--- src/sv/irt_pkg.sv ---
// shared constants, types and the digit-to-character function for the radix text block
`default_nettype none

package irt_pkg;

    // value width and digit cell row
    localparam int VALUE_WIDTH = 32;
    localparam int NUM_CELLS   = VALUE_WIDTH;
    localparam int DIGIT_W     = 6;
    localparam int CHAR_W      = 7;
    localparam int CNT_W       = $clog2(VALUE_WIDTH + 1);
    localparam int LEFT_W      = $clog2(NUM_CELLS + 1);

    // base limits
    localparam logic [DIGIT_W-1:0] MIN_RADIX      = DIGIT_W'(2);
    localparam logic [DIGIT_W-1:0] MAX_RADIX      = DIGIT_W'(36);
    localparam logic [DIGIT_W-1:0] FALLBACK_RADIX = DIGIT_W'(10);
    localparam logic [DIGIT_W-1:0] NUM_DECIMAL    = DIGIT_W'(10);

    // character codes
    localparam logic [CHAR_W-1:0] CH_ZERO    = CHAR_W'(8'h30);
    localparam logic [CHAR_W-1:0] CH_NINE    = CHAR_W'(8'h39);
    localparam logic [CHAR_W-1:0] CH_UPPER_A = CHAR_W'(8'h41);
    localparam logic [CHAR_W-1:0] CH_UPPER_Z = CHAR_W'(8'h5A);
    localparam logic [CHAR_W-1:0] CH_LOWER_A = CHAR_W'(8'h61);
    localparam logic [CHAR_W-1:0] CH_LOWER_Z = CHAR_W'(8'h7A);
    localparam logic [CHAR_W-1:0] CH_MINUS   = CHAR_W'(8'h2D);

    typedef logic [DIGIT_W-1:0] t_digit;

    // per-cycle command to every digit cell
    typedef struct packed {
        logic clear;
        logic conv;
        logic shift;
    } t_cell_ctl;

    // digit value to ascii, letters in the chosen case
    function automatic logic [CHAR_W-1:0] digit_to_ascii(input t_digit d, input logic upper);
        logic [CHAR_W-1:0] base_char;
        if (d < NUM_DECIMAL) begin
            digit_to_ascii = CH_ZERO + CHAR_W'(d);
        end else begin
            base_char = upper ? CH_UPPER_A : CH_LOWER_A;
            digit_to_ascii = base_char + CHAR_W'(d - NUM_DECIMAL);
        end
    endfunction

endpackage

`default_nettype wire

--- src/sv/integer_to_radix_text.sv ---
// The '-' of a negative number enters the output register once its word is taken and the register is free;
// the digits follow once the VALUE_WIDTH input bits have been fed in serially and have passed the
// skew of VALUE_WIDTH-1 cells, and the leading zeros have been dropped; one cell is shifted out per
// output character. A new number is taken only after the last character of the previous one is loaded.
// Reset (synchronous, active low) clears the sequencer, output valid and cell tokens;
// the digit cells are cleared when each word is taken.
`default_nettype none

module integer_to_radix_text (
    input  logic                                i_clk,
    input  logic                                i_rst_n,
    input  logic                                i_valid,
    output logic                                o_ready,
    input  logic signed [irt_pkg::VALUE_WIDTH-1:0] i_number,
    input  logic [irt_pkg::DIGIT_W-1:0]         i_radix,
    input  logic                                i_upper_letters,
    output logic                                o_valid,
    input  logic                                i_ready,
    output logic [irt_pkg::CHAR_W-1:0]          o_char_code,
    output logic                                o_last_char
);
    import irt_pkg::*;

    localparam logic [1:0] S_IDLE = 2'd0;
    localparam logic [1:0] S_CONV = 2'd1;
    localparam logic [1:0] S_SKIP = 2'd2;
    localparam logic [1:0] S_EMIT = 2'd3;

    logic [1:0]             r_state;
    logic [1:0]             n_state;
    logic [VALUE_WIDTH-1:0] r_mag;
    logic [VALUE_WIDTH-1:0] n_mag;
    t_digit                 r_radix;
    t_digit                 n_radix;
    logic                   r_upper;
    logic                   n_upper;
    logic                   r_sign_pend;
    logic                   n_sign_pend;
    logic [CNT_W-1:0]       r_cnt;
    logic [CNT_W-1:0]       n_cnt;
    logic [LEFT_W-1:0]      r_left;
    logic [LEFT_W-1:0]      n_left;
    logic                   r_ovalid;
    logic                   n_ovalid;
    logic [CHAR_W-1:0]      r_char;
    logic [CHAR_W-1:0]      n_char;
    logic                   r_last;
    logic                   n_last;

    logic                   w_accept;
    logic                   w_out_free;
    logic                   w_feed;
    logic                   w_neg;
    logic [VALUE_WIDTH-1:0] w_abs;
    t_digit                 w_radix_fix;
    t_cell_ctl              w_ctl;
    t_digit                 w_top_digit;
    logic                   w_top_act;
    logic                   w_top_carry;

    assign o_ready    = (r_state == S_IDLE);
    assign w_accept   = i_valid && o_ready;
    assign w_out_free = !r_ovalid || i_ready;
    assign w_feed     = (r_state == S_CONV) && (r_cnt != CNT_W'(VALUE_WIDTH));

    // magnitude and base clean-up of the incoming word
    always_comb begin
        w_neg = i_number[VALUE_WIDTH-1];
        w_abs = w_neg ? (~i_number + 1'b1) : i_number;
        if ((i_radix < MIN_RADIX) || (i_radix > MAX_RADIX)) begin
            w_radix_fix = FALLBACK_RADIX;
        end else begin
            w_radix_fix = i_radix;
        end
    end

    // sequencer
    always_comb begin
        n_state     = r_state;
        n_mag       = r_mag;
        n_radix     = r_radix;
        n_upper     = r_upper;
        n_sign_pend = r_sign_pend;
        n_cnt       = r_cnt;
        n_left      = r_left;
        n_ovalid    = r_ovalid && !i_ready;
        n_char      = r_char;
        n_last      = r_last;
        w_ctl       = '0;

        unique case (r_state)
            S_IDLE: begin
                if (w_accept) begin
                    n_mag       = w_abs;
                    n_radix     = w_radix_fix;
                    n_upper     = i_upper_letters;
                    n_sign_pend = w_neg;
                    n_cnt       = '0;
                    w_ctl.clear = 1'b1;
                    n_state     = S_CONV;
                end
            end
            S_CONV: begin
                w_ctl.conv = 1'b1;
                if (w_feed) begin
                    n_mag = r_mag << 1;
                    n_cnt = r_cnt + 1'b1;
                end else if (!w_top_act && !w_top_carry) begin
                    n_left  = LEFT_W'(NUM_CELLS);
                    n_state = S_SKIP;
                end
            end
            S_SKIP: begin
                // drop leading zero digits, keep at least one
                if ((w_top_digit == '0) && (r_left != LEFT_W'(1))) begin
                    w_ctl.shift = 1'b1;
                    n_left      = r_left - 1'b1;
                end else begin
                    n_state = S_EMIT;
                end
            end
            S_EMIT: begin
                if (w_out_free && !r_sign_pend) begin
                    n_ovalid    = 1'b1;
                    n_char      = digit_to_ascii(w_top_digit, r_upper);
                    n_last      = (r_left == LEFT_W'(1));
                    w_ctl.shift = 1'b1;
                    n_left      = r_left - 1'b1;
                    if (r_left == LEFT_W'(1)) begin
                        n_state = S_IDLE;
                    end
                end
            end
            default: begin
                n_state = S_IDLE;
            end
        endcase

        // minus sign goes out as soon as the output register is free
        if ((r_state != S_IDLE) && r_sign_pend && w_out_free) begin
            n_ovalid    = 1'b1;
            n_char      = CH_MINUS;
            n_last      = 1'b0;
            n_sign_pend = 1'b0;
        end
    end

    irt_chain u_chain (
        .i_clk       (i_clk),
        .i_rst_n     (i_rst_n),
        .i_ctl       (w_ctl),
        .i_radix     (r_radix),
        .i_bit       (r_mag[VALUE_WIDTH-1]),
        .i_feed      (w_feed),
        .o_top_digit (w_top_digit),
        .o_top_act   (w_top_act),
        .o_top_carry (w_top_carry)
    );

    // control registers
    always_ff @(posedge i_clk) begin
        if (!i_rst_n) begin
            r_state     <= S_IDLE;
            r_ovalid    <= 1'b0;
            r_sign_pend <= 1'b0;
            r_cnt       <= '0;
            r_left      <= '0;
        end else begin
            r_state     <= n_state;
            r_ovalid    <= n_ovalid;
            r_sign_pend <= n_sign_pend;
            r_cnt       <= n_cnt;
            r_left      <= n_left;
        end
    end

    // payload registers
    always_ff @(posedge i_clk) begin
        r_mag   <= n_mag;
        r_radix <= n_radix;
        r_upper <= n_upper;
        r_char  <= n_char;
        r_last  <= n_last;
    end

    assign o_valid     = r_ovalid;
    assign o_char_code = r_char;
    assign o_last_char = r_last;

endmodule

`default_nettype wire

--- src/sv/irt_cell.sv ---
// one digit cell: doubles its digit and adds the carry from below, modulo the base
`default_nettype none

module irt_cell (
    input  logic              i_clk,
    input  logic              i_rst_n,
    input  irt_pkg::t_cell_ctl i_ctl,
    input  irt_pkg::t_digit   i_radix,
    input  irt_pkg::t_digit   i_digit,
    input  logic              i_carry,
    input  logic              i_act,
    output irt_pkg::t_digit   o_digit,
    output logic              o_carry,
    output logic              o_act
);
    import irt_pkg::*;

    t_digit             r_digit;
    t_digit             n_digit;
    logic               r_carry;
    logic               n_carry;
    logic               r_act;
    logic               n_act;
    logic [DIGIT_W:0]   w_sum;
    logic               w_ge;

    // twice the digit plus incoming carry, compared with the base
    always_comb begin
        w_sum = {r_digit, i_carry};
        w_ge  = w_sum >= {1'b0, i_radix};
    end

    // next digit, carry and activity token
    always_comb begin
        n_digit = r_digit;
        n_carry = 1'b0;
        n_act   = 1'b0;
        if (i_ctl.clear) begin
            n_digit = '0;
        end else if (i_ctl.conv) begin
            n_act = i_act;
            if (i_act) begin
                if (w_ge) begin
                    n_digit = DIGIT_W'(w_sum - {1'b0, i_radix});
                    n_carry = 1'b1;
                end else begin
                    n_digit = DIGIT_W'(w_sum);
                end
            end
        end else if (i_ctl.shift) begin
            n_digit = i_digit;
        end
    end

    // control registers
    always_ff @(posedge i_clk) begin
        if (!i_rst_n) begin
            r_carry <= 1'b0;
            r_act   <= 1'b0;
        end else begin
            r_carry <= n_carry;
            r_act   <= n_act;
        end
    end

    // digit register
    always_ff @(posedge i_clk) begin
        r_digit <= n_digit;
    end

    assign o_digit = r_digit;
    assign o_carry = r_carry;
    assign o_act   = r_act;

endmodule

`default_nettype wire

--- src/sv/irt_chain.sv ---
// row of digit cells: skewed bit-serial conversion, then shift towards the top cell
`default_nettype none

module irt_chain (
    input  logic               i_clk,
    input  logic               i_rst_n,
    input  irt_pkg::t_cell_ctl i_ctl,
    input  irt_pkg::t_digit    i_radix,
    input  logic               i_bit,
    input  logic               i_feed,
    output irt_pkg::t_digit    o_top_digit,
    output logic               o_top_act,
    output logic               o_top_carry
);
    import irt_pkg::*;

    t_digit w_digit     [NUM_CELLS];
    logic   w_carry     [NUM_CELLS];
    logic   w_act       [NUM_CELLS];
    t_digit w_digit_in  [NUM_CELLS];
    logic   w_carry_in  [NUM_CELLS];
    logic   w_act_in    [NUM_CELLS];

    for (genvar k = 0; k < NUM_CELLS; k++) begin : g_cell
        // lowest cell takes the serial bit stream, others their lower neighbour
        if (k == 0) begin : g_first
            assign w_digit_in[k] = '0;
            assign w_carry_in[k] = i_bit;
            assign w_act_in[k]   = i_feed;
        end else begin : g_next
            assign w_digit_in[k] = w_digit[k-1];
            assign w_carry_in[k] = w_carry[k-1];
            assign w_act_in[k]   = w_act[k-1];
        end

        irt_cell u_cell (
            .i_clk   (i_clk),
            .i_rst_n (i_rst_n),
            .i_ctl   (i_ctl),
            .i_radix (i_radix),
            .i_digit (w_digit_in[k]),
            .i_carry (w_carry_in[k]),
            .i_act   (w_act_in[k]),
            .o_digit (w_digit[k]),
            .o_carry (w_carry[k]),
            .o_act   (w_act[k])
        );
    end

    assign o_top_digit = w_digit[NUM_CELLS-1];
    assign o_top_act   = w_act[NUM_CELLS-1];
    assign o_top_carry = w_carry[NUM_CELLS-1];

endmodule

`default_nettype wire

--- config.mk ---
export PLATFORM = sky130hd
export DESIGN_NAME = integer_to_radix_text
export DESIGN_NICKNAME = d
export VERILOG_FILES = /design/src/sv/irt_pkg.sv /design/src/sv/integer_to_radix_text.sv /design/src/sv/irt_cell.sv /design/src/sv/irt_chain.sv
export SDC_FILE = /design/constraint.sdc
export NUM_CORES = 1
export LEC_CHECK = 0
export ABC_AREA = 1
export BUFFER_PORTS_ARGS = -buffer_cell sky130_fd_sc_hd__clkbuf_2
export CAP_MARGIN = 20
export CORE_ASPECT_RATIO = 1.25
export CORE_MARGIN = 5
export CORE_UTILIZATION = 70
export CTS_BUF_LIST = sky130_fd_sc_hd__clkbuf_2 sky130_fd_sc_hd__clkbuf_4 sky130_fd_sc_hd__clkbuf_8
export DETAILED_ROUTE_END_ITERATION = 8
export PLACE_DENSITY = 0.95
export RECOVER_POWER = 25
export SLEW_MARGIN = 20
export SYNTH_ARGS = -nofsm -noshare
export SYNTH_HDL_FRONTEND = slang
export SYNTH_HIERARCHICAL = 1
export SYNTH_SLANG_ARGS = --single-unit
--- constraint.sdc ---
create_clock -name i_clk -period 5.2 [get_ports i_clk]
set_clock_uncertainty 0.1 [all_clocks]
set_input_delay 1.04 -clock i_clk [delete_from_list [all_inputs] [get_ports i_clk]]
set_output_delay 1.04 -clock i_clk [all_outputs]
set_load 0.02 [all_outputs]
==> summary.md, run 1 <==
| Metric | Value |
|---|---|
| Status | `complete, but fails checks` |
| Failing checks | `max-capacitance violations, max-slew violations` |
| Register share of total power | `24.2%` |
| WP data arrival | `3.94 ns` |
| Pin count of the biggest net entering global routing | `between 150 and 200` |
| Drt initial violations | `roughly 2,500` |
| Wirelength, routed | `76,400 microns` |
| Crit-path max FO | `39` |
| Ys flop type | `dfxtp_1` |
| Area share of and/or/nand/nor cells after synthesis | `36.7%` |
| Post-synthesis sequential area ratio | `23.3%` |
| Worst-Margin Slew | `about 2.1 ns` |
| Post-synth ARST share | `0%` |
| Overflow left after global routing | `0` |
| Comb power frac | `between 60% and 70%` |
| Vias in the first global route | `28,000` |
| Port-buffer cells | `52` |
| Sink Count | `~320` |
| Crit path time final | `3.51 ns` |
| Root Driver | `clkbuf_8` |
| Complex-gate fraction of the synthesized area | `between 10% and 20%` |
| PnR worst setup slack | `~1.7 ns` |
| Antenna cells | `0` |
| WL/cell | `about 15 microns` |
| Vias per cell | `5.92` |
| Most common cell after layout, fill and taps aside | `nand2_1` |
| Count of pins over their slew limit | `66` |
| Worst slack at placement | `1.67 ns` |
| R2R Setup Slk | `1.69 ns` |
| Mapped Avg Cell Area | `~6.8 sq um` |
| Class of the worst hold path | `reg2reg` |
| CTS tree | `done` |
| GRT Total Usage | `approximately a third` |
| Commonest cells after routing, fill and taps aside | `nand2_1, inv_1, nand3_1, o21ai_0, dfxtp_1` |
| PD cells | `510 nW/um^2` |
| EDFF count, synth | `39` |
| Layout cells sized above 1 | `between 10 and 15%` |
| Final period util | `about two thirds` |
| Fillers | `roughly 2,800` |
| Post-synthesis cell type count | `44` |
| Nets@finish | `4,662` |
| First-pass GRT wire length | `approximately 130,000 microns` |
| Net Sw Frac | `between 50% and 60%` |
| Synth Cell Area | `29,000 sq um` |
| Fin Setup TNS | `0 ns` |
| Drt pass-1 iters | `7` |
| Startpoint class of the critical path | `register` |
| WHS | `between 0.3 and 0.4 ns` |
| Setup violators final | `0` |
| Starting density of the core | `70.8%` |
| Worst-skew pair later-pin latency | `0.63 ns` |
| Leakage power | `~15 nW` |
| Post-DP HPWL | `about 52,000 microns` |
| Worst-path clk slew | `around 0.06 ns` |
| H-tree depth | `2` |
| Post-synthesis mux area share | `0%` |
| Final Cell Area | `about 31,000 sq um` |
| Setup bufs post-CTS | `0` |
| Syn Inst Count | `between 4,000 and 5,000` |
| Site Rows | `slightly above 80` |
| Core footprint | `between 40,000 and 50,000 sq um` |
| Worst IR Drop VDD | `~0.29 mV` |
| Unrepaired setup endpoints after global routing | `no` |
| Antenna violations before repair | `0` |
| Max Clock Freq | `about 280 MHz` |
| CTS Buffer Depth | `3` |
| Critical path type | `reg2reg` |
| Placed Area | `between 20,000 and 30,000 sq um` |
| Post-Place Cells | `roughly 4,800` |
| Synth warn | `6` |
| Residual DRC count | `0` |
| I/O pin total | `53` |
| PostCTS Resize Cnt | `0` |
| Die area | `between 40,000 and 50,000 sq um` |
| Largest family of logic cells by synthesized area | `simple AND/OR/NAND/NOR gates` |
| Clk pwr share | `about 16%` |
| CP endpoint kind | `register` |
| Post-DRT Antenna Nets | `0` |
| GP Congestion | `between 0.9 and 1` |
| Adder-cell share of the synthesized area | `about an eighth` |
| Final std cells w/o fill | `a little under 5,000` |
| CTS Buf Count | `55` |
| Final Hold Fails | `0` |
| Cts hold-fix bufs | `0` |
| Flops & latches, synth | `319` |
| Vias | `a little under 30,000` |
| Synth Area in XOR/XNOR | `2.29%` |
| Die W | `about 190 microns` |
| MaxCap Viol Count | `2` |
| Layout area overhead | `7.13%` |
| P_int | `a little under 8 mW` |
| Height of the die | `roughly 240 microns` |
| Required @ worst endpoint | `5.63 ns` |
| Sw power | `roughly 8 mW` |
| Relative slew margins | `-40.9%` |
## cells by family after synthesis
| logic type | after synthesis |
|---|---|
| compound gates | 690 |
| xor+xnor | 76 |
| fa+ha+maj | 277 |
| buf+inv | 788 |
| flops | 319 |
| other cells | 1 |
| simple gates | 2106 |
## per-layer routing
layer / share of wire (%) / track usage, %
met3: 7.2 / 4.74
met1: 38 / 37.1
met5: 0 / 0
met4: 5.1 / 16.1
met2: 49 / 56.9
## power by group through the flow
stage	Clock, mW	Sequential [mW]	Combinational (mW)
6_report	2.50	3.84	9.53
4_1_cts	2.51	3.80	9.38
3_5_place_dp	0	3.83	9.20
5_1_grt	2.63	3.87	10.6
2_1_floorplan	0	3.69	7.37
3_3_place_gp	0	3.83	8.79
## registers in the layout (all words and copies together), names as in the netlist
name	count
o_char_code	7
o_last_char	1
o_valid	1
r_cnt	6
r_left	6
r_mag	32
r_radix	6
r_sign_pend	1
r_state	2
r_upper	1
u_chain/g_cell.u_cell/o_act	32
u_chain/g_cell.u_cell/o_carry	32
u_chain/g_cell.u_cell/o_digit	192
## critical path, cell delays in order, from the launching register on
cell and delay, ns:
dfxtp_1 0.36, inv_1 0.11, ha_1 0.23, nand2_1 0.12, inv_1 1.52, inv_1 0.44
nand2_1 0.21, nor2_1 0.11, and2_2 0.22
## cell usage after synthesis (all sizes together) (3+ instances only)
master,count,share of area [%]
o211ai,3,0.078
clkbuf,4,0.052
nor3,3,0.069
a21oi,251,6.8
nand3b,98,2.5
o21ai,430,7.4
nor2,282,4.2
dfxtp,280,19
edfxtp,39,4.0
nand4,72,1.6
inv,742,9.6
buf,40,0.72
or2,36,0.78
nand3,597,13
xnor2,3,0.090
xor2,73,2.2
ha,244,11
nand2,951,13
nor2b,32,1.5
fa,33,2.3
and2,34,0.87
## final timing paths
path	start	end	cells past startpoint
max	r_state[0]$_SDFFE_PN0P_	u_chain/g_cell[15].u_cell/o_carry$_SDFF_PP0_	8
min	o_char_code[2]$_SDFFE_PP1N_	o_char_code[2]$_SDFFE_PP1N_	2
max reg2reg	r_state[0]$_SDFFE_PN0P_	u_chain/g_cell[15].u_cell/o_carry$_SDFF_PP0_	8
min reg2reg	o_char_code[2]$_SDFFE_PP1N_	o_char_code[2]$_SDFFE_PP1N_	2
## per-stage QoR
step / power (mW) / utilization, %
after global routing: 17.1 / 75.9
after floorplan: 11.1 / -
after global placement: 12.6 / 73.0
after CTS: 15.7 / 75.9
final: 15.9 / 75.9
after detailed placement: 13.0 / 73.0
## layout make-up
type / instances / area, sq um / area share (%)
tap: 552 / 691 / 2.22
clock inverter: 15 / 150 / 0.482
sequential: 319 / 6780 / 21.8
multi-input combinational: 3155 / 19300 / 62.0
inverter: 744 / 2790 / 8.97
timing repair buffer: 67 / 373 / 1.20
clock buffer: 84 / 1050 / 3.37
(Power assumes the default switching activity.)
==> inputs of run 2 (changes only) <==
- CORE_UTILIZATION: 70 -> 60
- PLACE_DENSITY: 0.95 -> 0.9
- clock period: 5.2 -> 2.9 ns (I/O delays scaled with it)
==> run 2 against run 1 <==
Against the previous run:
- the run now ends clean
- register-to-register slack got worse by 1.2 ns
- clock power is 98% higher
- die area increased by 16%
- wire length shrank 2.5%
- final cell count rose by 2.2%
- hold slack lost 0.25 ns
- power grew 82%
- design area increased by 1.6%
- critical endpoint is now u_chain/g_cell[30].u_cell/o_digit[4]$_SDFFE_PP0P_
- largest cell class unchanged
- largest power group unchanged
- highest routed layer unchanged
==> summary.md, run 2 (same netlist as run 1, synthesis figures left out) <==
| Metric | Value |
|---|---|
| CP startpoint | `r_radix[0]$_SDFFCE_PP0P_ (was r_state[0]$_SDFFE_PN0P_)` |
| Vias | `28,700 (was 29,200)` |
| Worst-path clk slew | `0.07 ns (was 0.06 ns)` |
| Site Rows | `90 (was 83)` |
| GRT Total Usage | `27.5% (was 32.0%)` |
| CP bufs+invs | `2 (was 3)` |
| CTS Buf Count | `55 (unchanged)` |
| Most Crowded Layer GR | `met2 (unchanged)` |
| Class of the worst hold path | `in2reg (was reg2reg)` |
| Pin count of the biggest net entering global routing | `69 (was 195)` |
| Final period util | `82.8% (was 67.6%)` |
| Overflow left after global routing | `0 (unchanged)` |
| Critical path type | `reg2reg (unchanged)` |
| Core footprint | `48,100 sq um (was 41,000 sq um)` |
| Wirelength, routed | `74,500 microns (was 76,400 microns)` |
| Top delay family on crit path | `adder cells (was buffers and inverters)` |
| Max reg flops | `192 (unchanged)` |
| H-tree depth | `2 (unchanged)` |
| Worst path max stage delay | `0.43 ns (was 1.52 ns)` |
| Worst-Margin Slew | `1.07 ns (was 2.11 ns)` |
| R2r worst-path depth | `10 (was 8)` |
| Count of pins over their slew limit | `0 (was 66)` |
| Worst-path cell chain | `buf_4 > buf_4 > ha_1 > fa_1 > nand3b_1 > nand3_1 > nand2_1 > nand3_1 > nand3_1 > a21oi_2 (was inv_1 > ha_1 > nand2_1 > inv_1 > inv_1 > nand2_1 > nor2_1 > and2_2)` |
| Worst R2R End | `u_chain/g_cell[30].u_cell/o_digit[4]$_SDFFE_PP0P_ (was u_chain/g_cell[15].u_cell/o_carry$_SDFF_PP0_)` |
| Critical Path Stages | `10 (was 8)` |
| WL/cell | `14.8 microns (was 15.5 microns)` |
| GP Congestion | `0.928 (was 0.904)` |
| Layout cells sized above 1 | `14.8% (was 14.5%)` |
| Vias in the first global route | `28,100 (was 28,000)` |
| Root Driver | `clkbuf_8 (unchanged)` |
| Layout area overhead | `8.82% (was 7.13%)` |
| Starting density of the core | `60.4% (was 70.8%)` |
| Max Clock Freq | `416 MHz (was 285 MHz)` |
| Sink Count | `319 (unchanged)` |
| Global routing usage on met3 | `4.03% (was 4.74%)` |
| CTS Buffer Depth | `3 (unchanged)` |
| Antenna cells | `0 (unchanged)` |
| Most common cell after layout, fill and taps aside | `nand2_1 (unchanged)` |
| Drt pass-1 iters | `6 (was 7)` |
| Height of the die | `256 microns (was 238 microns)` |
| Antenna violations before repair | `0 (unchanged)` |
| Worst r2r src | `r_radix[0]$_SDFFCE_PP0P_ (was r_state[0]$_SDFFE_PN0P_)` |
| I/O pin total | `53 (unchanged)` |
| CP dominant cell by count | `nand3_1 (was inv_1)` |
| Crit path time final | `2.40 ns (was 3.51 ns)` |
| Setup violators final | `0 (unchanged)` |
| WHS | `0.125 ns (was 0.379 ns)` |
| First-pass GRT wire length | `126,000 microns (about the same)` |
| Final Hold Fails | `0 (unchanged)` |
| Status | `completed (was complete, but fails checks)` |
| Commonest cells after routing, fill and taps aside | `nand2_1, inv_1, nand3_1, o21ai_0, dfxtp_1 (unchanged)` |
| Die W | `207 microns (was 192 microns)` |
| Leakage power | `15.5 nW (was 15.3 nW)` |
| Worst-skew pair later-pin latency | `0.65 ns (was 0.63 ns)` |
| CP endpoint kind | `register (unchanged)` |
| Port-buffer cells | `52 (unchanged)` |
| Crit-path max FO | `14 (was 39)` |
| PD cells | `913 nW/um^2 (was 510 nW/um^2)` |
| WP data arrival | `2.88 ns (was 3.94 ns)` |
| Residual DRC count | `0 (unchanged)` |
| PostCTS Resize Cnt | `0 (unchanged)` |
| Worst Setup EP | `u_chain/g_cell[30].u_cell/o_digit[4]$_SDFFE_PP0P_ (was u_chain/g_cell[15].u_cell/o_carry$_SDFF_PP0_)` |
| Vias per cell | `5.69 (was 5.92)` |
| Drt initial violations | `2,075 (was 2,544)` |
| Final std cells w/o fill | `5,044 (was 4,936)` |
| Startpoint class of the critical path | `register (unchanged)` |
| Worst IR Drop VDD | `0.633 mV (was 0.295 mV)` |
| R2R Setup Slk | `0.50 ns (was 1.69 ns)` |
| Met2 usage | `49.7% (was 56.9%)` |
| CTS tree | `done (unchanged)` |
| MaxCap Viol Count | `0 (was 2)` |
| Die area | `52,900 sq um (was 45,700 sq um)` |
| Post-DRT Antenna Nets | `0 (unchanged)` |
| Met1 GRT Util | `31.2% (was 37.1%)` |
| Slowest cell on crit path | `edfxtp_1 (was inv_1)` |
| Nets@finish | `4,677 (was 4,662)` |
| Post-Place Cells | `4,943 (was 4,837)` |
| Unrepaired setup endpoints after global routing | `no (unchanged)` |
| Required @ worst endpoint | `3.38 ns (was 5.63 ns)` |
| Relative slew margins | `28.7% (was -40.9%)` |
| WHS Path Cells | `2 (unchanged)` |
| Post-DP HPWL | `52,800 microns (was 52,300 microns)` |
## run 2: changes by cell type in the layout (fill, tap and decap cells not counted), sizes merged
cell	change
dlygate4sd3	+1
clkbuf	-2
bufinv	+5
clkinvlp	+3
clkinv	-4
buf	+13
## run 2: repair_timing
item,in CTS,in global routing
buffers inserted,0,0
hold buffers,1,0
endpoints found under the hold margin,1,0
## run 2: power by group
part | switching [mW] | internal (mW) | total, mW
logic | 11.0 | 6.06 | 17.1
registers | 1.09 | 5.72 | 6.81
clock network | 1.99 | 2.96 | 4.95
## run 2: layer usage
metal,wire length (microns),vias up
li1,-,14100
met1,29000,13300
met2,37400,946
met3,4130,340
met4,4000,0
met5,0,-
## run 2: stage by stage
stage / power, mW / TNS, ns / setup WS (ns) / instance area, sq um / utilization [%]
floorplan: 19.8 / -109.95 / -0.501 / 29100 / -
CTS: 28.7 / 0 / 0.524 / 31600 / 65.8
global placement: 23.0 / 0 / 0.634 / 30300 / 63.0
global route: 31.4 / 0 / 0.306 / 31600 / 65.7
finish: 28.9 / 0 / 0.499 / 31600 / 65.7
detailed placement: 23.6 / 0 / 0.569 / 30300 / 63.0
## run 2: layout make-up
type / instances / area [sq um]
multi-input cells: 3155 / 19300
fillers: 3931 / 16500
flip-flops and latches: 319 / 6780
inverters: 744 / 2790
clock buffers: 81 / 1010
well taps: 644 / 806
repair buffers: 82 / 632
clock inverters: 19 / 307
## run 2: worst min-delay path by stage
stage	end	start	slack [ns]
final	r_radix[3]$_SDFFCE_PP1P_	i_radix[3]	0.13
after global routing	r_radix[3]$_SDFFCE_PP1P_	i_radix[3]	0.11
after CTS	r_radix[3]$_SDFFCE_PP1P_	i_radix[3]	0.09
after detailed placement	o_char_code[3]$_SDFFE_PP1N_	o_char_code[3]$_SDFFE_PP1N_	0.36
after global placement	r_left[1]$_SDFFE_PN0P_	r_left[1]$_SDFFE_PN0P_	0.37
after floorplan	r_left[1]$_SDFFE_PN0P_	r_left[1]$_SDFFE_PN0P_	0.35
